--- src/design/fsa_pkg.sv ---
// Shared types and codes for the free segment allocator.
// No dependencies; imported by every module of the block.
package fsa_pkg;

   typedef enum logic [0:0] {
      OP_ALLOC = 1'b0,
      OP_FREE  = 1'b1
   } op_type;

   typedef enum logic [1:0] {
      POL_FIRST = 2'd0,
      POL_BEST  = 2'd1,
      POL_NEXT  = 2'd2
   } policy_type;

   typedef enum logic [1:0] {
      RES_DONE   = 2'd0,
      RES_NO_FIT = 2'd1,
      RES_FULL   = 2'd2
   } status_type;

   typedef enum logic [2:0] {
      ST_IDLE,
      ST_SCAN,
      ST_PICK,
      ST_FETCH,
      ST_TAKE,
      ST_SHIFT,
      ST_WRITE
   } state_type;

   // One table row: segment start and length.
   typedef struct packed {
      logic [31:0] start;
      logic [31:0] size;
   } entry_type;

endpackage

--- src/design/fsa_mem.sv ---
// Segment table storage: one write port, one read port, registered read data.
// Depends on fsa_pkg for the row type.
module fsa_mem
   import fsa_pkg::*;
#(
   parameter int TABLE_ENTRIES = 64
) (
   input  logic                             clock,
   input  logic                             rd_en,
   input  logic [$clog2(TABLE_ENTRIES)-1:0] rd_addr,
   output entry_type                        rd_data,
   input  logic                             wr_en,
   input  logic [$clog2(TABLE_ENTRIES)-1:0] wr_addr,
   input  entry_type                        wr_data
);

   entry_type mem [TABLE_ENTRIES];
   entry_type rd_data_ff;

   always_ff @(posedge clock) begin
      if (wr_en) begin
         mem[wr_addr] <= wr_data;
      end
   end

   always_ff @(posedge clock) begin
      if (rd_en) begin
         rd_data_ff <= mem[rd_addr];
      end
   end

   assign rd_data = rd_data_ff;

endmodule

--- config.mk ---
export PLATFORM = sky130hd
export DESIGN_NAME = fsa_mem
export DESIGN_NICKNAME = d
export VERILOG_FILES = /design/src/design/fsa_pkg.sv /design/src/design/fsa_mem.sv
export SDC_FILE = /design/constraint.sdc
export NUM_CORES = 2
export LEC_CHECK = 0
export ABC_AREA = 0
export BUFFER_PORTS_ARGS = -buffer_cell sky130_fd_sc_hd__buf_2
export CELL_PAD_IN_SITES_DETAIL_PLACEMENT = 0
export CELL_PAD_IN_SITES_GLOBAL_PLACEMENT = 1
export CORE_MARGIN = 2
export CORE_UTILIZATION = 51
export CTS_CLUSTER_SIZE = 40
export DETAILED_ROUTE_END_ITERATION = 12
export PLACE_DENSITY_LB_ADDON = 0.1
export SYNTH_ARGS = -nofsm -noshare
export SYNTH_HDL_FRONTEND = slang
export SYNTH_SLANG_ARGS = --single-unit
--- constraint.sdc ---
create_clock -name clock -period 5.9 [get_ports clock]
set_clock_uncertainty 0.15 [all_clocks]
set_input_delay 0.59 -clock clock [delete_from_list [all_inputs] [get_ports clock]]
set_output_delay 0.59 -clock clock [all_outputs]
set_load 0.02 [all_outputs]
==> metrics <==
top cell type's share of synthesized area=79.6%; Area after DPL=0.165 mm^2; share of cells above drive strength 1=28.6%; cts bufs inserted=roughly 420; DRT iter0 DRCs=~10000; CTS max path bufs=4; hpwl dp=around 240 mm; hold_ws=0.181 ns; IO buf count=142; global-route wire length before repair=607 mm; unrepaired setup endpoints after global routing=no; largest cells by area after synthesis=edfxtp_1 80%, mux4_2 15%, mux2i_1 0.86%; commonest non-fill, non-tap cell in the layout=edfxtp_1; CTS tree=yes; die height=559 um; largest net degree at the start of global routing=85; post-layout net count=approximately 7100; Slew Limit Fails=0; maximum clock rate=approximately 320 MHz; WS Path Type=input pin to flip-flop; Tcrit/Tclk final=between 50% and 60%; DR vias/cell=about 6.6; final number of hold-violating endpoints=0; Worst-path clk slew=0.06 ns; final std cells w/o fill=between 10000 and 15000; endpoints failing setup=0; Root Driver=clkbuf_16; Tmin final=3.15 ns; leakage=55.5 nW; GRT overflow=0; Cell Area, Synth=0.157 mm^2; drt drc=0; fin area=roughly 0.18 mm^2; Syn. warnings=0; vias in the first global route=~76000; Max H-tree Level=5; most frequent cells in the layout=4160 x edfxtp_1, 1024 x mux4_2, 426 x clkbuf_16; Pre-antenna DRT Iters=6; Rel. slew slack=under 10%; Max stage delay on crit path=about 0.66 ns; DIE AREA=0.312 mm^2; IO Count=143; clk_lat worst skew=~0.97 ns; largest area contributor in the netlist=edfxtp_1; cells after synthesis=around 6600; Fill cells=~22000; slack of the worst reg-to-reg path=~3.4 ns; Core Util, Final=between 50% and 60%; placed cell count=10700; CORE AREA=0.306 mm^2; Mean Syn Cell Area=approximately 24 um^2; Slowest-stage cell, CP=a211oi_1; total wire length=about 440 mm; Critical Path Sink Type=flip-flop; status=completed; post-route setup slack=around 2.8 ns; GRT Total Usage=between 20 and 30%; Wirelength per Cell=~38 um; row cnt=a little over 200; CTS sink count=~4200; # Post-CTS Setup Buffers=0; Seq cells post-synth=about 4200; Placement Setup Slack=approximately 1.8 ns; worst-margin pin slew=about 1.4 ns; overall power=approximately 62 mW; GP Congestion=between 0.7 and 0.8; DRT antenna net count=0; initial antenna violation count=37; startpoint types=input pin; Worst EP required=~6.4 ns; Arrival @ worst endpoint=between 3 and 4 ns; synth unique cells=32; area grow syn2layout=13.5%; initial cell density of the core=between 50% and 60%; routed vias=75900; Worst Path Max Fanout=84; CP most frequent cell=buf_12; max-cap check violation count=0; worst-path cell chain=buf_12 > buf_12 > mux4_2 > nor2b_1 > a211oi_1 > o22ai_1 > and3_1; setup_tns=0 ns; sequential area share after synthesis=roughly four fifths; Synthesized Nets=between 6000 and 7000; die width=~560 um; Worst VDD drop=approximately 290 uV; Hold WC Path Type=input pin to flip-flop; Power Density=349 mW/mm^2
==> Yosys cell counts <==
library cell	n
or3b_2	1
a41oi_1	26
nand4b_1	1
mux2i_1	135
a22oi_1	168
o22ai_1	83
buf_6	6
a31o_1	1
buf_4	34
and2_1	3
nor3_1	2
edfxtp_1	4160
nand3_1	45
buf_1	20
and3_1	64
or3_1	29
nand2b_1	11
a211oi_1	63
nor2_1	112
clkbuf_1	140
mux4_2	1024
inv_1	19
nand2_1	58
o221ai_1	38
nand3b_1	2
nand4_1	2
a22o_1	88
or2_2	28
buf_2	170
a31oi_1	18
a2bb2oi_1	19
nor2b_1	28
==> power breakdown <==
group | leakage, nW | internal, mW | switching [mW]
Sequential | 37.5 | 32.8 | 0.110
Combinational | 11.4 | 1.02 | 1.80
Clock | 6.66 | 15.2 | 11.2
Total | 55.5 | 49.0 | 13.1
==> repair_timing <==
action	in CTS	in global routing
hold buffers	1	0
gates resized for setup	0	0
endpoints found under the setup margin	0	0
hold endpoints to repair	1	0
==> path summary, 6_finish.rpt <==
check / end / cells after the start / from
max: rd_data[50] / 7 / rd_addr[0]
min reg2reg: rd_data[48] / 4 / mem[38][48]
max reg2reg: rd_data[50] / 5 / mem[13][50]
min: mem[49][44] / 2 / wr_addr[2]
==> per-layer routing <==
| metal | wire (um) | global-route usage [%] | up-vias | share of wire, % |
|---|---|---|---|---|
| li1 | - | - | 29600 | - |
| met2 | 212000 | 45.2 | 3569 | 48 |
| met4 | 12500 | 7.71 | 6 | 2.9 |
| met3 | 35000 | 4.30 | 578 | 8.0 |
| met1 | 178000 | 41.0 | 42200 | 41 |
| met5 | 39 | 0 | - | 0.0089 |
==> registers in the layout, summed over array words and instances (netlist names) <==
| signal | count |
|---|---|
| mem | 4096 |
| rd_data | 64 |
==> worst max-delay path, delay by kind of cell <==
family,cells,cell delay [ns]
simple gates,2,0.35
mux,1,0.57
buf+inv,2,0.96
compound gates,2,0.92
==> area by class of cell <==
cell class | instances | area (um^2) | area share (%)
Multi-Input combinational cell | 2049 | 30800 | 17.3
Inverter | 19 | 71.3 | 0.0400
Clock inverter | 267 | 2640 | 1.48
Sequential cell | 4160 | 125000 | 70.1
Antenna cell | 13 | 32.5 | 0.0183
Clock buffer | 515 | 11000 | 6.17
Tap cell | 4100 | 5130 | 2.88
Timing Repair Buffer | 408 | 3650 | 2.05
==> logic make-up (layout without fill, tap and decap cells) <==
logic type | Yosys count | in the layout | share of synthesized area (%)
AOI/OAI and AO/OA | 504 | 504 | 2.47
muxes | 1159 | 1159 | 15.6
DFF | 4160 | 4160 | 79.6
other | 0 | 13 | 0
buffers and inverters | 389 | 1209 | 1.18
and+or+nand+nor | 386 | 386 | 1.23
No activity file was read; power rests on OpenSTA's default activity.
