File: src/design/fsa_pkg.sv
// Shared types and codes for the free segment allocator.
// No dependencies; imported by every module of the block.
package fsa_pkg;

   typedef enum logic [0:0] {
      OP_ALLOC = 1'b0,
      OP_FREE  = 1'b1
   } op_type;

   typedef enum logic [1:0] {
      POL_FIRST = 2'd0,
      POL_BEST  = 2'd1,
      POL_NEXT  = 2'd2
   } policy_type;

   typedef enum logic [1:0] {
      RES_DONE   = 2'd0,
      RES_NO_FIT = 2'd1,
      RES_FULL   = 2'd2
   } status_type;

   typedef enum logic [2:0] {
      ST_IDLE,
      ST_SCAN,
      ST_PICK,
      ST_FETCH,
      ST_TAKE,
      ST_SHIFT,
      ST_WRITE
   } state_type;

   // One table row: segment start and length.
   typedef struct packed {
      logic [31:0] start;
      logic [31:0] size;
   } entry_type;

endpackage

File: src/design/fsa_ctrl.sv
// Request sequencer: scans the segment table, picks or merges, shifts rows.
// Depends on fsa_pkg; drives the fsa_mem ports.
module fsa_ctrl
   import fsa_pkg::*;
#(
   parameter int TABLE_ENTRIES = 64
) (
   input  logic                             clock,
   input  logic                             reset,
   input  logic                             start,
   output logic                             busy,
   input  logic                             req_op,
   input  logic [31:0]                      req_seg_address,
   input  logic [31:0]                      req_seg_length,
   input  logic [1:0]                       policy,
   output logic                             rsp_strobe,
   output logic [1:0]                       rsp_status,
   output logic [31:0]                      rsp_granted_address,
   output logic                             rd_en,
   output logic [$clog2(TABLE_ENTRIES)-1:0] rd_addr,
   input  entry_type                        rd_data,
   output logic                             wr_en,
   output logic [$clog2(TABLE_ENTRIES)-1:0] wr_addr,
   output entry_type                        wr_data
);

   localparam int IW = $clog2(TABLE_ENTRIES);
   localparam int CW = $clog2(TABLE_ENTRIES + 1);
   localparam logic [CW-1:0] ONE = CW'(1);
   localparam logic [CW-1:0] FULL_COUNT = CW'(TABLE_ENTRIES);

   state_type state_ff, state_in;
   logic          op_ff, op_in;
   logic [31:0]   addr_ff, addr_in, len_ff, len_in;
   logic [CW-1:0] count_ff, count_in;
   logic [31:0]   nfp_ff, nfp_in;
   logic [CW-1:0] idx_ff, idx_in, left_ff, left_in, pend_idx_ff, pend_idx_in;
   logic          pend_ff, pend_in, sh_up_ff, sh_up_in, ins_ff, ins_in;
   logic [CW-1:0] pick_ff, pick_in;
   logic          any_ok_ff, any_ok_in, aft_ok_ff, aft_ok_in, beg_ok_ff, beg_ok_in;
   logic          ex_ok_ff, ex_ok_in, bst_ok_ff, bst_ok_in, found_ff, found_in;
   logic [CW-1:0] any_idx_ff, any_idx_in, aft_idx_ff, aft_idx_in;
   logic [CW-1:0] ex_idx_ff, ex_idx_in, bst_idx_ff, bst_idx_in;
   logic [31:0]   bst_size_ff, bst_size_in;
   entry_type     prv_ff, prv_in, nxt_ff, nxt_in, last_ff, last_in;
   logic          rsp_valid_ff, rsp_valid_in;
   logic [1:0]    rsp_status_ff, rsp_status_in;
   logic [31:0]   rsp_addr_ff, rsp_addr_in;

   // Merge arithmetic, evaluated in the pick cycle.
   entry_type   prev_e;
   logic        has_prev, adj_prev, adj_next, fit, after;
   logic [33:0] prev_end, new_end, sum3, sum_p, sum_n;

   always_comb begin
      prev_e   = found_ff ? prv_ff : last_ff;
      has_prev = (pick_ff != '0);
      prev_end = {2'b00, prev_e.start} + {2'b00, prev_e.size};
      new_end  = {2'b00, addr_ff} + {2'b00, len_ff};
      adj_prev = has_prev && (prev_end == {2'b00, addr_ff});
      adj_next = found_ff && (new_end == {2'b00, nxt_ff.start});
      sum_p    = {2'b00, prev_e.size} + {2'b00, len_ff};
      sum_n    = {2'b00, nxt_ff.size} + {2'b00, len_ff};
      sum3     = sum_p + {2'b00, nxt_ff.size};
      fit      = (rd_data.size >= len_ff);
      after    = beg_ok_ff || (rd_data.start >= nfp_ff);
   end

   always_comb begin
      state_in    = state_ff;
      op_in       = op_ff;
      addr_in     = addr_ff;
      len_in      = len_ff;
      count_in    = count_ff;
      nfp_in      = nfp_ff;
      idx_in      = idx_ff;
      left_in     = left_ff;
      pend_in     = pend_ff;
      pend_idx_in = pend_idx_ff;
      sh_up_in    = sh_up_ff;
      ins_in      = ins_ff;
      pick_in     = pick_ff;
      any_ok_in   = any_ok_ff;
      any_idx_in  = any_idx_ff;
      aft_ok_in   = aft_ok_ff;
      aft_idx_in  = aft_idx_ff;
      beg_ok_in   = beg_ok_ff;
      ex_ok_in    = ex_ok_ff;
      ex_idx_in   = ex_idx_ff;
      bst_ok_in   = bst_ok_ff;
      bst_idx_in  = bst_idx_ff;
      bst_size_in = bst_size_ff;
      found_in    = found_ff;
      prv_in      = prv_ff;
      nxt_in      = nxt_ff;
      last_in     = last_ff;
      rsp_valid_in  = 1'b0;
      rsp_status_in = rsp_status_ff;
      rsp_addr_in   = rsp_addr_ff;
      rd_en   = 1'b0;
      rd_addr = idx_ff[IW-1:0];
      wr_en   = 1'b0;
      wr_addr = pick_ff[IW-1:0];
      wr_data = rd_data;

      case (state_ff)
         ST_IDLE: begin
            if (start) begin
               op_in     = req_op;
               addr_in   = req_seg_address;
               len_in    = req_seg_length;
               idx_in    = '0;
               pend_in   = 1'b0;
               any_ok_in = 1'b0;
               aft_ok_in = 1'b0;
               beg_ok_in = 1'b0;
               ex_ok_in  = 1'b0;
               bst_ok_in = 1'b0;
               found_in  = 1'b0;
               pick_in   = '0;
               rsp_addr_in = '0;
               state_in  = ST_SCAN;
            end
         end

         ST_SCAN: begin
            if (idx_ff != count_ff) begin
               rd_en       = 1'b1;
               idx_in      = idx_ff + ONE;
               pend_in     = 1'b1;
               pend_idx_in = idx_ff;
            end else begin
               pend_in = 1'b0;
            end
            if (pend_ff) begin
               // Allocate trackers for all three policies in one pass.
               if (fit && !any_ok_ff) begin
                  any_ok_in  = 1'b1;
                  any_idx_in = pend_idx_ff;
               end
               beg_ok_in = after;
               if (fit && after && !aft_ok_ff) begin
                  aft_ok_in  = 1'b1;
                  aft_idx_in = pend_idx_ff;
               end
               if (rd_data.size == len_ff && !ex_ok_ff) begin
                  ex_ok_in  = 1'b1;
                  ex_idx_in = pend_idx_ff;
               end
               if (rd_data.size > len_ff && (!bst_ok_ff || rd_data.size <= bst_size_ff)) begin
                  bst_ok_in   = 1'b1;
                  bst_idx_in  = pend_idx_ff;
                  bst_size_in = rd_data.size;
               end
               // Insert position for a free: first row starting above it.
               if (!found_ff && rd_data.start > addr_ff) begin
                  found_in = 1'b1;
                  pick_in  = pend_idx_ff;
                  prv_in   = last_ff;
                  nxt_in   = rd_data;
               end
               last_in = rd_data;
            end
            if (idx_ff == count_ff && !pend_ff) begin
               if (!found_ff) begin
                  pick_in = count_ff;
               end
               state_in = ST_PICK;
            end
         end

         ST_PICK: begin
            if (op_ff == OP_ALLOC) begin
               case (policy_type'(policy))
                  POL_BEST: begin
                     pick_in = ex_ok_ff ? ex_idx_ff : bst_idx_ff;
                     if (!ex_ok_ff && !bst_ok_ff) begin
                        rsp_valid_in  = 1'b1;
                        rsp_status_in = RES_NO_FIT;
                        state_in      = ST_IDLE;
                     end else begin
                        state_in = ST_FETCH;
                     end
                  end
                  POL_NEXT: begin
                     pick_in = aft_ok_ff ? aft_idx_ff : any_idx_ff;
                     if (!any_ok_ff) begin
                        rsp_valid_in  = 1'b1;
                        rsp_status_in = RES_NO_FIT;
                        state_in      = ST_IDLE;
                     end else begin
                        state_in = ST_FETCH;
                     end
                  end
                  default: begin
                     pick_in = any_idx_ff;
                     if (!any_ok_ff) begin
                        rsp_valid_in  = 1'b1;
                        rsp_status_in = RES_NO_FIT;
                        state_in      = ST_IDLE;
                     end else begin
                        state_in = ST_FETCH;
                     end
                  end
               endcase
            end else if (count_ff == FULL_COUNT) begin
               rsp_valid_in  = 1'b1;
               rsp_status_in = RES_FULL;
               state_in      = ST_IDLE;
            end else if (adj_prev && adj_next && sum3[33:32] == 2'b00) begin
               // Three-way merge into the previous row, then drop the next.
               wr_en         = 1'b1;
               wr_addr       = pick_ff[IW-1:0] - IW'(1);
               wr_data.start = prev_e.start;
               wr_data.size  = sum3[31:0];
               count_in      = count_ff - ONE;
               idx_in        = pick_ff + ONE;
               left_in       = count_ff - pick_ff - ONE;
               sh_up_in      = 1'b1;
               ins_in        = 1'b0;
               pend_in       = 1'b0;
               state_in      = ST_SHIFT;
            end else if (adj_prev && sum_p[33:32] == 2'b00) begin
               wr_en         = 1'b1;
               wr_addr       = pick_ff[IW-1:0] - IW'(1);
               wr_data.start = prev_e.start;
               wr_data.size  = sum_p[31:0];
               rsp_valid_in  = 1'b1;
               rsp_status_in = RES_DONE;
               state_in      = ST_IDLE;
            end else if (adj_next && sum_n[33:32] == 2'b00) begin
               wr_en         = 1'b1;
               wr_data.start = addr_ff;
               wr_data.size  = sum_n[31:0];
               rsp_valid_in  = 1'b1;
               rsp_status_in = RES_DONE;
               state_in      = ST_IDLE;
            end else begin
               // Open a gap at the insert position, top row first.
               idx_in   = count_ff - ONE;
               left_in  = count_ff - pick_ff;
               sh_up_in = 1'b0;
               ins_in   = 1'b1;
               pend_in  = 1'b0;
               state_in = ST_SHIFT;
            end
         end

         ST_FETCH: begin
            rd_en    = 1'b1;
            rd_addr  = pick_ff[IW-1:0];
            state_in = ST_TAKE;
         end

         ST_TAKE: begin
            rsp_addr_in = rd_data.start;
            if (policy_type'(policy) == POL_NEXT) begin
               nfp_in = rd_data.start + len_ff;
            end
            if (rd_data.size == len_ff) begin
               count_in = count_ff - ONE;
               idx_in   = pick_ff + ONE;
               left_in  = count_ff - pick_ff - ONE;
               sh_up_in = 1'b1;
               ins_in   = 1'b0;
               pend_in  = 1'b0;
               state_in = ST_SHIFT;
            end else begin
               wr_en         = 1'b1;
               wr_data.start = rd_data.start + len_ff;
               wr_data.size  = rd_data.size - len_ff;
               rsp_valid_in  = 1'b1;
               rsp_status_in = RES_DONE;
               state_in      = ST_IDLE;
            end
         end

         ST_SHIFT: begin
            if (left_ff != '0) begin
               rd_en       = 1'b1;
               idx_in      = sh_up_ff ? idx_ff + ONE : idx_ff - ONE;
               left_in     = left_ff - ONE;
               pend_in     = 1'b1;
               pend_idx_in = idx_ff;
            end else begin
               pend_in = 1'b0;
            end
            if (pend_ff) begin
               wr_en   = 1'b1;
               wr_addr = sh_up_ff ? pend_idx_ff[IW-1:0] - IW'(1)
                                  : pend_idx_ff[IW-1:0] + IW'(1);
               wr_data = rd_data;
            end
            if (left_ff == '0 && !pend_ff) begin
               if (ins_ff) begin
                  state_in = ST_WRITE;
               end else begin
                  rsp_valid_in  = 1'b1;
                  rsp_status_in = RES_DONE;
                  state_in      = ST_IDLE;
               end
            end
         end

         ST_WRITE: begin
            wr_en         = 1'b1;
            wr_data.start = addr_ff;
            wr_data.size  = len_ff;
            count_in      = count_ff + ONE;
            rsp_valid_in  = 1'b1;
            rsp_status_in = RES_DONE;
            state_in      = ST_IDLE;
         end

         default: begin
            state_in = ST_IDLE;
         end
      endcase
   end

   always_ff @(posedge clock) begin
      if (reset) begin
         state_ff     <= ST_IDLE;
         count_ff     <= '0;
         nfp_ff       <= '0;
         rsp_valid_ff <= 1'b0;
      end else begin
         state_ff     <= state_in;
         count_ff     <= count_in;
         nfp_ff       <= nfp_in;
         rsp_valid_ff <= rsp_valid_in;
      end
   end

   always_ff @(posedge clock) begin
      op_ff         <= op_in;
      addr_ff       <= addr_in;
      len_ff        <= len_in;
      idx_ff        <= idx_in;
      left_ff       <= left_in;
      pend_ff       <= pend_in;
      pend_idx_ff   <= pend_idx_in;
      sh_up_ff      <= sh_up_in;
      ins_ff        <= ins_in;
      pick_ff       <= pick_in;
      any_ok_ff     <= any_ok_in;
      any_idx_ff    <= any_idx_in;
      aft_ok_ff     <= aft_ok_in;
      aft_idx_ff    <= aft_idx_in;
      beg_ok_ff     <= beg_ok_in;
      ex_ok_ff      <= ex_ok_in;
      ex_idx_ff     <= ex_idx_in;
      bst_ok_ff     <= bst_ok_in;
      bst_idx_ff    <= bst_idx_in;
      bst_size_ff   <= bst_size_in;
      found_ff      <= found_in;
      prv_ff        <= prv_in;
      nxt_ff        <= nxt_in;
      last_ff       <= last_in;
      rsp_status_ff <= rsp_status_in;
      rsp_addr_ff   <= rsp_addr_in;
   end

   assign busy                = (state_ff != ST_IDLE);
   assign rsp_strobe          = rsp_valid_ff;
   assign rsp_status          = rsp_status_ff;
   assign rsp_granted_address = rsp_addr_ff;

endmodule

File: config.mk
export PLATFORM = sky130hd
export DESIGN_NAME = fsa_ctrl
export DESIGN_NICKNAME = d
export VERILOG_FILES = /design/src/design/fsa_pkg.sv /design/src/design/fsa_ctrl.sv
export SDC_FILE = /design/constraint.sdc
export NUM_CORES = 1
export LEC_CHECK = 0
export BUFFER_PORTS_ARGS = -buffer_cell sky130_fd_sc_hd__buf_2
export CAP_MARGIN = 30
export CORE_ASPECT_RATIO = 1.25
export CORE_MARGIN = 3
export CORE_UTILIZATION = 63
export CTS_BUF_LIST = sky130_fd_sc_hd__clkbuf_4 sky130_fd_sc_hd__clkbuf_8 sky130_fd_sc_hd__clkbuf_16
export CTS_CLUSTER_DIAMETER = 150
export DETAILED_ROUTE_END_ITERATION = 10
export PLACE_DENSITY = 0.83
export SYNTH_ARGS = -nofsm -noshare
export SYNTH_HDL_FRONTEND = slang
export SYNTH_SLANG_ARGS = --single-unit
File: constraint.sdc
create_clock -name clock -period 13.8 [get_ports clock]
set_input_delay 4.14 -clock clock [delete_from_list [all_inputs] [get_ports clock]]
set_output_delay 4.14 -clock clock [all_outputs]
set_load 0.05 [all_outputs]
==> impl_metrics.csv <==
group,metric,value,unit
outcome,status,"finished clean",
power,power_density,192.2,nW/um^2
setup_path,worstPathMaxFanout,62,
min_path,worstHoldEndpoint,"prv_ff[14]",
timing,fin_crit,13.11,ns
die,die_height,274.5,um
setup_path,path_buf_inv,3,
layout,drive_gt1_share,12.43,%
setup_path,cp_top_family,"compound AO/OA/AOI/OAI gates",
setup_path,max_stage_delay,0.77,ns
die,initial_utilization,64.23,%
run,max_cap_viol_count,0,
layout,final_area,40090,um^2
clock_network,numCtsBuffers,48,
global_route,grt_max_degree,69,
setup_path,required,9.66,ns
layout,multi_input_area,22400,um^2
power,peakVddDrop,0.1810,mV
global_route,first_global_vias,34100,
layout,fin_nets,4666,
detailed_routing,drc,0,
power,power,7.706,mW
timing,period_share,95.02,%
timing,rsz0062_at_grt,"no",
placement,port_buffers,247,
clock_network,htreeDepth,2,
detailed_routing,dr.pass1.iters,8,
clock_network,cts_tree,"yes",
setup_path,timing.rr.start,"found_ff",
die,die_area,60590,um^2
clock_network,cts_root_buf,"clkbuf_16",
setup_path,ff2ff_setup_slack,5.61,ns
clock_network,clk_path_buf_depth,3,
global_route,grt-ovfl-total,0,
clock_network,clk_pin_slew,0.07,ns
die,rows,97,
layout,mostFrequentLayoutCells,"388 x edfxtp_1, 346 x a21oi_1, 341 x ha_1",
logic_synthesis,syn_avg_cell_area,9.102,um^2
die,io_pins,248,
layout,ff_latch_area,12510,um^2
clock_network,clock_latency,0.64,ns
logic_synthesis,yosys.area.top_type,"edfxtp_1",
placement,place_area,38350,um^2
setup_path,r2r_end,"idx_ff[6]",
logic_synthesis,synth_area,36320,um^2
timing,skew,0.03412,ns
clock_network,post_cts_buffers,0,
clock_network,cts_hold_buf,0,
detailed_routing,ant_nets,0,
logic_synthesis,ys_types,90,
logic_synthesis,seq_area_frac_synth,34.44,%
die,die_width,220.8,um
timing,max_slew_margin,26.01,%
die,core_area,56560,um^2
layout,syn_to_final_growth,10.37,%
logic_synthesis,synth_ff_type,"edfxtp_1",
global_route,grt_pass1_wl,203.5,mm
detailed_routing,dr.first_iter.drc_count,4074,
logic_synthesis,netlist.area_leader.share,32.07,%
logic_synthesis,synth.ff_latch_count,431,
placement,gp_congestion,1.129,
logic_synthesis,synth.area.top_cells,"edfxtp_1 32%, ha_1 12%, a21oi_1 4.8%, xnor2_1 4.0%, nand2_1 3.3%",
global_route,track_usage,44.75,%
detailed_routing,wl,138.6,mm
layout,final_common_cell,"edfxtp_1",
min_path,worstHoldPathType,"flip-flop to flip-flop",
min_path,min_path_cells,0,
setup_path,startpoint_type,"flip-flop",
timing,fmax,0.07627,GHz
timing,finalSetupViolations,0,
clock_network,cts.sinks,431,
detailed_routing,wl_per_cell,27.90,um
timing,timing_hold_violations_final,0,
timing,fin_tns_setup,0,ns
setup_path,reg2reg_depth,25,
logic_synthesis,async_flop_share,0,%
layout,fillers,4439,
global_route,grt_antenna_before_repair,9,
layout,post-route-util,70.89,%
clock_network,cts_resized,0,
logic_synthesis,synth_cells,3991,
timing,drv_slew,0,
placement,dp_hpwl,104.0,mm
detailed_routing,vias,34960,
min_path,min-delay-start,"last_ff[14]",
logic_synthesis,yosys_warnings,0,
setup_path,path_class,"flip-flop to output port",
setup_path,cp-end-kind,"output port",
power,p_leak,16.42,nW
logic_synthesis,synth_edf_count,388,
setup_path,crit_path_top_delay_cell,"a2111oi_0",
detailed_routing,via_per_inst,7.036,
logic_synthesis,mappedNetlistNets,4475,
timing,worst_pin_slew,1.107,ns
setup_path,arrival,8.97,ns
kinds of logic (layout without fill, tap and decap cells):
| kind of cell | count (synthesis) | in the layout | synth area share [%] |
|---|---|---|---|
| compound gates | 1237 | 1237 | 22.71 |
| xor+xnor | 265 | 265 | 6.431 |
| simple gates | 1166 | 1166 | 15.74 |
| flops | 431 | 431 | 34.44 |
| other cells | 0 | 5 | 0 |
| mux | 144 | 144 | 4.278 |
| buf+inv | 398 | 629 | 4.147 |
| fa+ha+maj | 350 | 350 | 12.24 |
area by class of cell:
cell class / instances / share of cell area [%]
Inverter: 244 / 2.288
Clock buffer: 52 / 3.115
Clock inverter: 38 / 0.9800
Sequential cell: 431 / 31.21
Antenna cell: 5 / 0.03121
Tap cell: 742 / 2.316
Timing Repair Buffer: 295 / 4.201
Multi-Input combinational cell: 3162 / 55.86
flip-flops by register name, indices dropped and copies added, names as in the netlist, 2 cells and up:
signal,cells
count_ff,7
prv_ff,64
idx_ff,7
rsp_granted_address,32
len_ff,32
nxt_ff,64
nfp_ff,32
rsp_status,2
bst_size_ff,32
pend_idx_ff,7
ex_idx_ff,7
pick_ff,7
left_ff,7
state_ff,3
aft_idx_ff,7
addr_ff,32
bst_idx_ff,7
last_ff,64
any_idx_ff,7
where the power goes:
part,switching (mW),internal (mW),total [mW]
Sequential,0.234,1.65,1.88
Clock,0.602,0.790,1.39
Combinational,2.89,1.55,4.43
Total,3.72,3.98,7.71
synthesized netlist by cell type (17+ instances only):
library cell and number:
nor2_1 295, mux2i_1 54, o31ai_1 23, dfxtp_1 43, o22ai_1 20, nor2b_1 38
a221o_1 17, o211ai_1 77, nand4_1 80, a2111oi_0 19, clkbuf_1 134, or3_1 21
a31oi_1 33, o221ai_1 25, and2_1 58, inv_1 243, a22oi_1 22, a21boi_0 28
ha_1 341, nor3_1 69, xor2_1 99, o21bai_1 29, o21a_1 56, xnor2_1 165
mux2_2 83, nand3_1 91, o21ai_0 202, a211oi_1 38, nand2_1 320, or2_2 24
a21o_1 117, a221oi_1 46, a21oi_1 346, edfxtp_1 388, and3_1 25, nor4_1 21
nand2b_1 55
worst register-to-register path: stages, from the launching register on:
cell	delay, ns
edfxtp_1	0.55
buf_12	0.42
mux2_2	0.42
ha_1	0.25
nor3_1	0.21
o21ai_0	0.20
a31oi_1	0.41
o21ai_0	0.22
a21o_1	0.22
a21oi_1	0.17
xnor2_1	0.19
ha_1	0.33
a21o_1	0.19
a2111oi_0	0.77
or3_1	0.22
o21ai_0	0.08
a21o_1	0.21
a311oi_1	0.47
nand3_1	0.19
mux2i_1	0.24
nor4b_4	0.31
buf_4	0.46
a211oi_1	0.12
a211o_1	0.33
nor3_1	0.31
o221a_2	0.38
metal layers:
metal / vias to the layer above / wire length, um / track usage (%)
met1: 16290 / 45540 / 49.52
met4: 10 / 14880 / 38.49
li1: 15460 / - / -
met3: 781 / 16220 / 11.95
met2: 2427 / 61930 / 70.91
met5: - / 66 / 0
through the flow:
stage          setup slack [ns]  hold slack [ns]  std cells
6_report                 0.6879           0.4410       4969
3_5_place_dp              1.068           0.4309       4869
3_3_place_gp              1.088           0.4252       4865
5_1_grt                  0.2082           0.4580       4967
4_1_cts                  0.9440           0.4413       4959
2_1_floorplan            0.9357           0.4222       3991
worst max path at each step:
stage | endpoint | start | depth (start not counted)
floorplan | wr_addr[4] | found_ff | 32
global placement | wr_data[26] | rd_data[0] | 19
detailed placement | wr_data[24] | rd_data[0] | 19
CTS | wr_data[63] | found_ff | 26
global route | wr_data[63] | found_ff | 26
finish | wr_data[63] | found_ff | 26
Note: power is estimated with default switching activity, not from simulation.
